==> config.mk <==
export PLATFORM = sky130hd
export DESIGN_NAME = rtcm2_frame_decoder
export DESIGN_NICKNAME = d
export VERILOG_FILES = /design/src/design/rtcm2_pkg.sv /design/src/design/rtcm2_word_check.sv /design/src/design/rtcm2_decode_core.sv /design/src/design/rtcm2_frame_decoder.sv
export SDC_FILE = /design/constraint.sdc
export NUM_CORES = 1
export LEC_CHECK = 0
export ABC_AREA = 0
export BUFFER_PORTS_ARGS = -buffer_cell sky130_fd_sc_hd__buf_2
export CAP_MARGIN = 20
export CORE_ASPECT_RATIO = 0.9
export CORE_UTILIZATION = 43
export CTS_BUF_LIST = sky130_fd_sc_hd__clkbuf_4
export CTS_CLUSTER_SIZE = 10
export DETAILED_ROUTE_END_ITERATION = 12
export PLACE_DENSITY_LB_ADDON = 0.25
export SYNTH_ARGS = -nofsm -noshare
export SYNTH_HDL_FRONTEND = slang
export SYNTH_SLANG_ARGS = --single-unit
==> constraint.sdc <==
create_clock -name clock -period 6.9 [get_ports clock]
set_clock_uncertainty 0.05 [all_clocks]
set_input_delay 0.69 -clock clock [delete_from_list [all_inputs] [get_ports clock]]
set_output_delay 0.69 -clock clock [all_outputs]
set_load 0.05 [all_outputs]
==> src/design/rtcm2_pkg.sv <==
`timescale 1ns / 1ps
`default_nettype none

package rtcm2_pkg;

   localparam int unsigned WORD_W      = 30;
   localparam int unsigned DATA_W      = 24;
   localparam int unsigned PAR_W       = 6;
   localparam int unsigned BODY_W      = 63;
   localparam int unsigned BODY_CNT_W  = 6;
   localparam int unsigned REC_W       = 40;
   localparam int unsigned CSR_INDEX_W = 4;
   localparam int unsigned CSR_DATA_W  = 8;

   localparam logic [2:0] PIECES_PER_WORD = 3'd5;

   localparam logic [CSR_INDEX_W-1:0] CSR_PREAMBLE   = 4'd0;
   localparam logic [CSR_INDEX_W-1:0] CSR_DECODE_ALL = 4'd1;

   localparam logic [7:0] PREAMBLE_RESET   = 8'h66;
   localparam logic       DECODE_ALL_RESET = 1'b1;

   localparam logic [5:0] TYPE_DIFF_CORR    = 6'd1;
   localparam logic [5:0] TYPE_PARTIAL_CORR = 6'd9;

   localparam logic [DATA_W-1:0] PMASK_D25 = 24'hEC7CD2;
   localparam logic [DATA_W-1:0] PMASK_D26 = 24'h763E69;
   localparam logic [DATA_W-1:0] PMASK_D27 = 24'hBB1F34;
   localparam logic [DATA_W-1:0] PMASK_D28 = 24'h5D8F9A;
   localparam logic [DATA_W-1:0] PMASK_D29 = 24'hAEC7CD;
   localparam logic [DATA_W-1:0] PMASK_D30 = 24'h2DEA27;

   typedef enum logic [2:0] {
      KIND_HEADER    = 3'd0,
      KIND_CORR      = 3'd1,
      KIND_CORR_END  = 3'd2,
      KIND_FRAME_END = 3'd3,
      KIND_PARITY    = 3'd4
   } kind_type;

   typedef enum logic [2:0] {
      MODE_HUNT    = 3'b001,
      MODE_CONFIRM = 3'b010,
      MODE_BODY    = 3'b100
   } mode_type;

   typedef struct packed {
      logic              ok;
      logic [DATA_W-1:0] data;
   } check_type;

   typedef struct packed {
      logic                   valid;
      logic [CSR_INDEX_W-1:0] index;
      logic [CSR_DATA_W-1:0]  wdata;
   } csr_wr_type;

   typedef struct packed {
      kind_type           kind;
      logic [5:0]         msg_type;
      logic [9:0]         station_id;
      logic [12:0]        z_count;
      logic [2:0]         seq_no;
      logic [4:0]         frame_len;
      logic [2:0]         health;
      logic [5:0]         sat_id;
      logic [2:0]         scale_udre;
      logic signed [15:0] prc;
      logic signed [7:0]  rrc;
      logic [7:0]         iod;
   } result_type;

   // D25..D30 of 24 data bits, D25 in bit 5; prev is {D29*, D30*}
   function automatic logic [PAR_W-1:0] gps_parity(input logic [DATA_W-1:0] data,
                                                   input logic [1:0] prev);
      logic [PAR_W-1:0] p;
      p[5] = prev[1] ^ (^(data & PMASK_D25));
      p[4] = prev[0] ^ (^(data & PMASK_D26));
      p[3] = prev[1] ^ (^(data & PMASK_D27));
      p[2] = prev[0] ^ (^(data & PMASK_D28));
      p[1] = prev[0] ^ (^(data & PMASK_D29));
      p[0] = prev[1] ^ (^(data & PMASK_D30));
      return p;
   endfunction

endpackage

`default_nettype wire

==> src/design/rtcm2_word_check.sv <==
`timescale 1ns / 1ps
`default_nettype none

module rtcm2_word_check (
   input  wire logic [rtcm2_pkg::WORD_W-1:0] word,
   input  wire logic [1:0]                   prev,
   output rtcm2_pkg::check_type              check
);
   import rtcm2_pkg::*;

   logic [DATA_W-1:0] data;

   // prior D30 set means the data bits went out inverted
   assign data       = word[WORD_W-1:PAR_W] ^ {DATA_W{prev[0]}};
   assign check.data = data;
   assign check.ok   = (gps_parity(data, prev) == word[PAR_W-1:0]);

endmodule

`default_nettype wire

==> src/design/rtcm2_decode_core.sv <==
`timescale 1ns / 1ps
`default_nettype none

module rtcm2_decode_core (
   input  wire logic                   clock,
   input  wire logic                   reset,
   input  wire logic                   step,
   input  wire logic [7:0]             in_byte,
   input  rtcm2_pkg::csr_wr_type       csr_wr,
   output logic                        res_valid,
   output rtcm2_pkg::result_type       res
);
   import rtcm2_pkg::*;

   logic [7:0]            preamble_ff, preamble_in;
   logic                  decode_all_ff, decode_all_in;
   mode_type              mode_ff, mode_in;
   logic [WORD_W-1:0]     shift_ff, shift_in;
   logic [2:0]            piece_ff, piece_in;
   logic [1:0]            prev_ff, prev_in;
   logic [15:0]           hdr_ff, hdr_in;
   logic [4:0]            left_ff, left_in;
   logic [BODY_W-1:0]     body_ff, body_in;
   logic [BODY_CNT_W-1:0] bcnt_ff, bcnt_in;
   logic [5:0]            ftype_ff, ftype_in;

   logic                  hunting;
   logic [1:0]            prev_use;
   logic [WORD_W-1:0]     shift_new;
   logic [2:0]            piece_new;
   check_type             check;
   logic [4:0]            left_dec;
   logic                  decode;
   logic [BODY_W-1:0]     body_cat;
   logic [BODY_CNT_W-1:0] cnt_add, cnt_sub;
   logic [REC_W-1:0]      rec;

   assign hunting   = (mode_ff != MODE_CONFIRM) && (mode_ff != MODE_BODY);
   assign prev_use  = (hunting && piece_ff >= PIECES_PER_WORD) ? shift_ff[25:24] : prev_ff;
   assign shift_new = {shift_ff[WORD_W-PAR_W-1:0],
                       in_byte[0], in_byte[1], in_byte[2],
                       in_byte[3], in_byte[4], in_byte[5]};
   assign piece_new = (piece_ff < PIECES_PER_WORD) ? 3'(piece_ff + 3'd1) : piece_ff;

   rtcm2_word_check u_check (
      .word  (shift_new),
      .prev  (prev_use),
      .check (check)
   );

   assign left_dec = 5'(left_ff - 5'd1);
   assign decode   = decode_all_ff || ftype_ff == TYPE_DIFF_CORR
                     || ftype_ff == TYPE_PARTIAL_CORR;
   assign body_cat = {body_ff[BODY_W-DATA_W-1:0], check.data};
   assign cnt_add  = BODY_CNT_W'(bcnt_ff + BODY_CNT_W'(DATA_W));
   assign cnt_sub  = BODY_CNT_W'(cnt_add - BODY_CNT_W'(REC_W));
   assign rec      = REC_W'(body_cat >> cnt_sub);

   always_comb begin
      preamble_in   = preamble_ff;
      decode_all_in = decode_all_ff;
      mode_in       = mode_ff;
      shift_in      = shift_ff;
      piece_in      = piece_ff;
      prev_in       = prev_ff;
      hdr_in        = hdr_ff;
      left_in       = left_ff;
      body_in       = body_ff;
      bcnt_in       = bcnt_ff;
      ftype_in      = ftype_ff;
      res_valid     = 1'b0;
      res           = '0;

      if (csr_wr.valid) begin
         if (csr_wr.index == CSR_PREAMBLE) begin
            preamble_in = csr_wr.wdata;
         end else if (csr_wr.index == CSR_DECODE_ALL) begin
            decode_all_in = csr_wr.wdata[0];
         end
      end

      if (step && in_byte[7:6] == 2'b01) begin
         prev_in  = prev_use;
         shift_in = shift_new;
         piece_in = piece_new;
         if (piece_new >= PIECES_PER_WORD) begin
            unique case (mode_ff)
               MODE_CONFIRM: begin
                  if (!check.ok) begin
                     mode_in  = MODE_HUNT;
                     piece_in = PIECES_PER_WORD;
                     left_in  = '0;
                     body_in  = '0;
                     bcnt_in  = '0;
                  end else begin
                     prev_in        = shift_new[1:0];
                     ftype_in       = hdr_ff[15:10];
                     res_valid      = 1'b1;
                     res.kind       = KIND_HEADER;
                     res.msg_type   = hdr_ff[15:10];
                     res.station_id = hdr_ff[9:0];
                     res.z_count    = check.data[23:11];
                     res.seq_no     = check.data[10:8];
                     res.frame_len  = check.data[7:3];
                     res.health     = check.data[2:0];
                     piece_in       = '0;
                     body_in        = '0;
                     bcnt_in        = '0;
                     left_in        = check.data[7:3];
                     mode_in        = (check.data[7:3] != 5'd0) ? MODE_BODY : MODE_HUNT;
                  end
               end
               MODE_BODY: begin
                  if (!check.ok) begin
                     mode_in   = MODE_HUNT;
                     piece_in  = PIECES_PER_WORD;
                     left_in   = '0;
                     body_in   = '0;
                     bcnt_in   = '0;
                     res_valid = 1'b1;
                     res.kind  = KIND_PARITY;
                  end else begin
                     piece_in = '0;
                     prev_in  = shift_new[1:0];
                     left_in  = left_dec;
                     if (decode) begin
                        body_in = body_cat;
                        bcnt_in = cnt_add;
                     end
                     if (decode && cnt_add >= BODY_CNT_W'(REC_W)) begin
                        // keep only the bits not yet taken into a record
                        body_in        = body_cat & ~({BODY_W{1'b1}} << cnt_sub);
                        bcnt_in        = cnt_sub;
                        res_valid      = 1'b1;
                        res.kind       = (left_dec == 5'd0) ? KIND_CORR_END : KIND_CORR;
                        res.sat_id     = (rec[36:32] == 5'd0) ? 6'd32 : {1'b0, rec[36:32]};
                        res.scale_udre = rec[39:37];
                        res.prc        = rec[31:16];
                        res.rrc        = rec[15:8];
                        res.iod        = rec[7:0];
                        if (left_dec == 5'd0) begin
                           mode_in = MODE_HUNT;
                           body_in = '0;
                           bcnt_in = '0;
                        end
                     end else if (left_dec == 5'd0) begin
                        mode_in   = MODE_HUNT;
                        body_in   = '0;
                        bcnt_in   = '0;
                        res_valid = 1'b1;
                        res.kind  = KIND_FRAME_END;
                     end
                  end
               end
               default: begin
                  if (check.ok && check.data[23:16] == preamble_ff) begin
                     hdr_in   = check.data[15:0];
                     prev_in  = shift_new[1:0];
                     mode_in  = MODE_CONFIRM;
                     piece_in = '0;
                  end
               end
            endcase
         end
      end
   end

   always_ff @(posedge clock) begin
      if (reset) begin
         preamble_ff   <= PREAMBLE_RESET;
         decode_all_ff <= DECODE_ALL_RESET;
         mode_ff       <= MODE_HUNT;
         shift_ff      <= '0;
         piece_ff      <= '0;
         prev_ff       <= 2'b11;
         left_ff       <= '0;
         body_ff       <= '0;
         bcnt_ff       <= '0;
         ftype_ff      <= '0;
      end else begin
         preamble_ff   <= preamble_in;
         decode_all_ff <= decode_all_in;
         mode_ff       <= mode_in;
         shift_ff      <= shift_in;
         piece_ff      <= piece_in;
         prev_ff       <= prev_in;
         left_ff       <= left_in;
         body_ff       <= body_in;
         bcnt_ff       <= bcnt_in;
         ftype_ff      <= ftype_in;
      end
   end

   always_ff @(posedge clock) begin
      hdr_ff <= hdr_in;
   end

endmodule

`default_nettype wire

==> src/design/rtcm2_frame_decoder.sv <==
`timescale 1ns / 1ps
`default_nettype none

// A byte passes the input stage, then its result word, if any, goes to the
// result register that drives rsp_valid. Throughput: one byte per cycle while
// no result waits on rsp_ready; the input stage and the result register are
// separate, so one byte is still taken into an empty input stage while a result waits on rsp_ready.
// The byte decode is combinational XOR/shift logic between the two registers.
// Reset (synchronous, active high) returns to hunting with registers at defaults.
module rtcm2_frame_decoder (
   input  wire logic                                 clock,
   input  wire logic                                 reset,
   input  wire logic                                 req_valid,
   output logic                                      req_ready,
   input  wire logic [7:0]                           req_in_byte,
   output logic                                      rsp_valid,
   input  wire logic                                 rsp_ready,
   output logic [2:0]                                rsp_kind,
   output logic [5:0]                                rsp_msg_type,
   output logic [9:0]                                rsp_station_id,
   output logic [12:0]                               rsp_z_count,
   output logic [2:0]                                rsp_seq_no,
   output logic [4:0]                                rsp_frame_len,
   output logic [2:0]                                rsp_health,
   output logic [5:0]                                rsp_sat_id,
   output logic [2:0]                                rsp_scale_udre,
   output logic signed [15:0]                        rsp_prc,
   output logic signed [7:0]                         rsp_rrc,
   output logic [7:0]                                rsp_iod,
   input  wire logic                                 csr_valid,
   output logic                                      csr_ready,
   input  wire logic [rtcm2_pkg::CSR_INDEX_W-1:0]    csr_index,
   input  wire logic [rtcm2_pkg::CSR_DATA_W-1:0]     csr_wdata
);
   import rtcm2_pkg::*;

   logic       in_valid_ff, in_valid_in;
   logic [7:0] in_byte_ff;
   logic       rsp_valid_ff, rsp_valid_in;
   result_type rsp_ff;
   logic       advance;
   logic       res_valid;
   result_type res;
   csr_wr_type csr_wr;

   assign advance   = in_valid_ff && (!rsp_valid_ff || rsp_ready);
   assign req_ready = !in_valid_ff || advance;
   assign csr_ready = 1'b1;

   assign csr_wr.valid = csr_valid;
   assign csr_wr.index = csr_index;
   assign csr_wr.wdata = csr_wdata;

   rtcm2_decode_core u_core (
      .clock     (clock),
      .reset     (reset),
      .step      (advance),
      .in_byte   (in_byte_ff),
      .csr_wr    (csr_wr),
      .res_valid (res_valid),
      .res       (res)
   );

   always_comb begin
      in_valid_in = in_valid_ff;
      if (req_ready) begin
         in_valid_in = req_valid;
      end
      rsp_valid_in = rsp_valid_ff;
      if (advance) begin
         rsp_valid_in = res_valid;
      end else if (rsp_ready) begin
         rsp_valid_in = 1'b0;
      end
   end

   always_ff @(posedge clock) begin
      if (reset) begin
         in_valid_ff  <= 1'b0;
         rsp_valid_ff <= 1'b0;
      end else begin
         in_valid_ff  <= in_valid_in;
         rsp_valid_ff <= rsp_valid_in;
      end
   end

   always_ff @(posedge clock) begin
      if (req_valid && req_ready) begin
         in_byte_ff <= req_in_byte;
      end
      if (advance && res_valid) begin
         rsp_ff <= res;
      end
   end

   assign rsp_valid      = rsp_valid_ff;
   assign rsp_kind       = rsp_ff.kind;
   assign rsp_msg_type   = rsp_ff.msg_type;
   assign rsp_station_id = rsp_ff.station_id;
   assign rsp_z_count    = rsp_ff.z_count;
   assign rsp_seq_no     = rsp_ff.seq_no;
   assign rsp_frame_len  = rsp_ff.frame_len;
   assign rsp_health     = rsp_ff.health;
   assign rsp_sat_id     = rsp_ff.sat_id;
   assign rsp_scale_udre = rsp_ff.scale_udre;
   assign rsp_prc        = rsp_ff.prc;
   assign rsp_rrc        = rsp_ff.rrc;
   assign rsp_iod        = rsp_ff.iod;

endmodule

`default_nettype wire

==> results.tsv <==
stage	metric	value	unit
status	outcome	complete, no violations	
cts	number of clock buffers inserted by TritonCTS	52	
timing	RSZ-0062 raised after global routing	false	
layout	Synth-to-Final Area Change	13.3	%
synthesis	post-synthesis sequential area ratio	48.8	%
global_route	global-route total usage across every layer	21.7	%
timing	Achievable Freq	0.226	GHz
layout	fraction of layout instances using a drive strength above 1	21.0	%
route	DRT iter0 DRCs	695	
floorplan	die footprint	25400	µm²
cts	master cell of the clock root buffer	sky130_fd_sc_hd__clkbuf_4	
synthesis	largest area contributor in the netlist	sky130_fd_sc_hd__edfxtp_1	
synthesis	dominant synthesized flop cell	sky130_fd_sc_hd__edfxtp_1	
cts	source-to-sink clock delay at the later pin of the worst-skew pair	690	ps
critical_path	number of cells on the worst reg-to-reg path	13	
timing	final hold violations	0	
route	number of remaining DRC errors	0	
pwr	worst IR drop on VDD	0.135	mV
synthesis	Yosys reg bits	205	
floorplan	effective utilization at floorplan	43.8	%
timing	actual slew at the worst max-slew pin	1060	ps
cts	number of buffers on the longest clock path	3	
timing	fin crit share	64.2	%
timing	clock period minus worst slack	4430	ps
synthesis	warnings from Yosys	0	
synthesis	fraction of post-synthesis cell area in the top cell type by area	30.5	%
route	total number of vias	8303	
timing	Slew headroom	28.7	%
global_route	largest net degree at the start of global routing	109	
floorplan	IO Count	112	
route	DRT antenna net count	0	
timing	number of max-slew violations in the final report	0	
critical_path	top fanout value on the critical path	52	
critical_path	startpoint of the worst-slack reg-to-reg timing path	u_core.piece_ff[1]	
pwr	cell leakage power	4.09	nW
placement	Placer Congestion	0.905	
floorplan	Die Width	168	µm
critical_path	Worst EP required	7140	ps
critical_path	Worst Setup End Kind	flop	
synthesis	EDFF count, synth	108	
flow_run	Max-cap violations	0	
floorplan	number of placement rows	54	
cts	CTS H-Tree Depth	2	
synthesis	share of flip-flops with an asynchronous set or reset	0	%
critical_path	data arrival at the endpoint of the critical path	4670	ps
cts	Post-CTS Hold Fix Bufs	0	
cts	total of cells resized after clock tree synthesis	0	
critical_path	worst setup path category	reg2reg	
pwr	total power	2.47	mW
synthesis	number of distinct standard cells referenced by the synthesized netlist	68	
global_route	total congestion overflow	0	
global_route	first-pass GRT wire length	42.2	mm
layout	filler cell count in the final layout	2292	
synthesis	Gate Count Post-Synth	1065	
timing	final setup violation count	0	
timing	Setup TNS Final	0	ps
route	final routed wirelength across all metal layers	27.4	mm
cts	clock slew seen by the registers of the worst setup and hold paths	60	ps
route	vias per inst	5.51	
hold_path	class of the most critical hold timing path	in2reg	
cts	TritonCTS clock tree	yes	
floorplan	Floorplan Core Area	24300	µm²
floorplan	y dimension of the die	151	µm
critical_path	CP Launch Type	flop	
hold_path	number of cells on the worst hold path	1	
synthesis	Netlist Area Pre-Place	10600	µm²
pwr	power density of the placed cells	205	nW/µm²
critical_path	worst setup path startpoint	u_core.piece_ff[1]	
route	drt first pass iters	6	
global_route	initial antenna violation count	1	
synthesis	biggest area contributors in the synthesized netlist	sky130_fd_sc_hd__edfxtp_1 31%, sky130_fd_sc_hd__dfxtp_1 18%, sky130_fd_sc_hd__mux2i_1 5.0%	
hold_path	hold path startpoint	req_in_byte[0]	
synthesis	total nets after synthesis	1101	
route	WL/cell	18.2	µm
cts	TritonCTS sink count	205	
placement	placed wire-length estimate after detailed placement	19.0	mm
synthesis	Avg Synthesized Cell Area	9.98	µm²
placement	number of buffer cells added on primary ports	110	
layout	Post-layout nets	1191	
global_route	number of global-route vias before repair	7585	
cts	number of setup buffers added after CTS	0	
## cells in the final DEF (no fill, tap or decap), drive strengths merged, types with 3 or more instances in the layout
| master | instances |
|---|---|
| a211oi | 41 |
| a21oi | 92 |
| a221oi | 6 |
| a22o | 31 |
| a22oi | 5 |
| and2 | 28 |
| and3 | 3 |
| buf | 125 |
| clkbuf | 90 |
| clkinv | 6 |
| dfxtp | 97 |
| edfxtp | 108 |
| ha | 11 |
| inv | 33 |
| mux2 | 13 |
| mux2i | 53 |
| nand2 | 108 |
| nand2b | 7 |
| nand3 | 25 |
| nand4 | 3 |
| nor2 | 104 |
| nor2b | 12 |
| nor3 | 16 |
| nor3b | 8 |
| nor4 | 9 |
| nor4b | 3 |
| o21ai | 29 |
| o22a | 6 |
| o31ai | 5 |
| or3 | 4 |
| xnor2 | 36 |
| xnor3 | 9 |
| xor2 | 42 |
## final timing paths
kind / to / slack [ps]
min: in_byte_ff[0] / 120
min reg2reg: u_core.shift_ff[25] / 430
max: rsp_frame_len[4] / 2470
max reg2reg: rsp_frame_len[4] / 2470
## through the flow
step	std cells	hold WS (ps)	util (%)	area, µm²	setup slack, ps
6_report	1506	124	49.7	12000	2470
5_1_grt	1506	74.1	49.7	12000	2150
4_1_cts	1503	70.3	49.5	12000	2460
3_5_place_dp	1407	416	46.6	11300	2500
3_3_place_gp	1407	407	46.6	11300	2610
2_1_floorplan	1065	384	-	10600	1160
## flip-flops by register name (all words and copies together), names as in the netlist, 2 cells and up
name,count
rsp_health,3
rsp_frame_len,5
u_core.bcnt_ff,3
u_core.body_ff,39
u_core.prev_ff,2
u_core.preamble_ff,8
in_byte_ff,8
rsp_rrc,8
u_core.left_ff,5
rsp_z_count,13
rsp_kind,3
rsp_prc,16
rsp_msg_type,6
rsp_sat_id,6
u_core.piece_ff,3
u_core.mode_ff,3
rsp_iod,8
rsp_seq_no,3
u_core.shift_ff,26
u_core.hdr_ff,16
u_core.ftype_ff,5
rsp_station_id,10
rsp_scale_udre,3
## final cells by class
| type | instances | area (µm²) | share of cell area [%] |
|---|---|---|---|
| antenna | 1 | 2.50 | 0.0208 |
| tap | 308 | 385 | 3.20 |
| timing repair buffer | 125 | 691 | 5.73 |
| clock buffer | 90 | 676 | 5.61 |
| inverter | 33 | 124 | 1.03 |
| sequential | 205 | 5190 | 43.1 |
| multi-input combinational | 738 | 4950 | 41.1 |
| clock inverter | 6 | 28.8 | 0.239 |
## cells by family (layout without fill, tap and decap cells)
kind of cell / after synthesis / in the layout / synth area share, %
multiplexers: 66 / 66 / 6.37
adder cells (fa/ha/maj): 11 / 11 / 1.29
XOR/XNOR: 89 / 89 / 8.99
buffers and inverters: 122 / 254 / 4.94
AND/OR/NAND/NOR: 337 / 337 / 15.2
flip-flops: 205 / 205 / 48.8
other: 1 / 2 / 0.0353
AO/OA/AOI/OAI: 234 / 234 / 14.4
## critical path: stages (launching register included)
cell and delay [ps]:
sky130_fd_sc_hd__dfxtp_1 390, sky130_fd_sc_hd__inv_1 80, sky130_fd_sc_hd__ha_1 180, sky130_fd_sc_hd__o31a_1 230, sky130_fd_sc_hd__o21ai_1 200, sky130_fd_sc_hd__mux2i_4 300, sky130_fd_sc_hd__xor2_1 300, sky130_fd_sc_hd__inv_2 110
sky130_fd_sc_hd__and3_1 180, sky130_fd_sc_hd__or4_1 740, sky130_fd_sc_hd__nor2_4 390, sky130_fd_sc_hd__nand2_1 150, sky130_fd_sc_hd__a21oi_4 150, sky130_fd_sc_hd__buf_4 530
## report_power, final
part,leakage (nW),switching [mW],internal (mW),total [mW]
Sequential,1.56,0.00745,1.28,1.29
Combinational,2.09,0.0695,0.0400,0.109
Clock,0.431,0.491,0.583,1.07
Total,4.09,0.568,1.90,2.47
## synthesized netlist by cell type, drive strengths merged, types with 4 or more instances
library cell and number:
ha 11, dfxtp 97, nor3 16, nor2b 12, inv 31, a22o 31
a221oi 6, xor2 42, edfxtp 108, clkbuf 51, nand2 108, nor2 104
a211oi 41, nand2b 7, nor4 9, mux2 13, o21ai 29, a21oi 92
or3 4, nand3 25, buf 38, mux2i 53, o22a 6, nor3b 8
xnor3 9, a22oi 5, and2 28, o31ai 5, xnor2 36
## layer usage
| metal | GRT usage (%) | up-vias | wire length [µm] |
|---|---|---|---|
| li1 | - | 3988 | - |
| met1 | 30.1 | 3924 | 12500 |
| met2 | 33.4 | 340 | 12100 |
| met3 | 4.99 | 51 | 2150 |
| met4 | 7.11 | 0 | 545 |
| met5 | 0 | - | 0 |
Power figures use the tool's default switching activity.
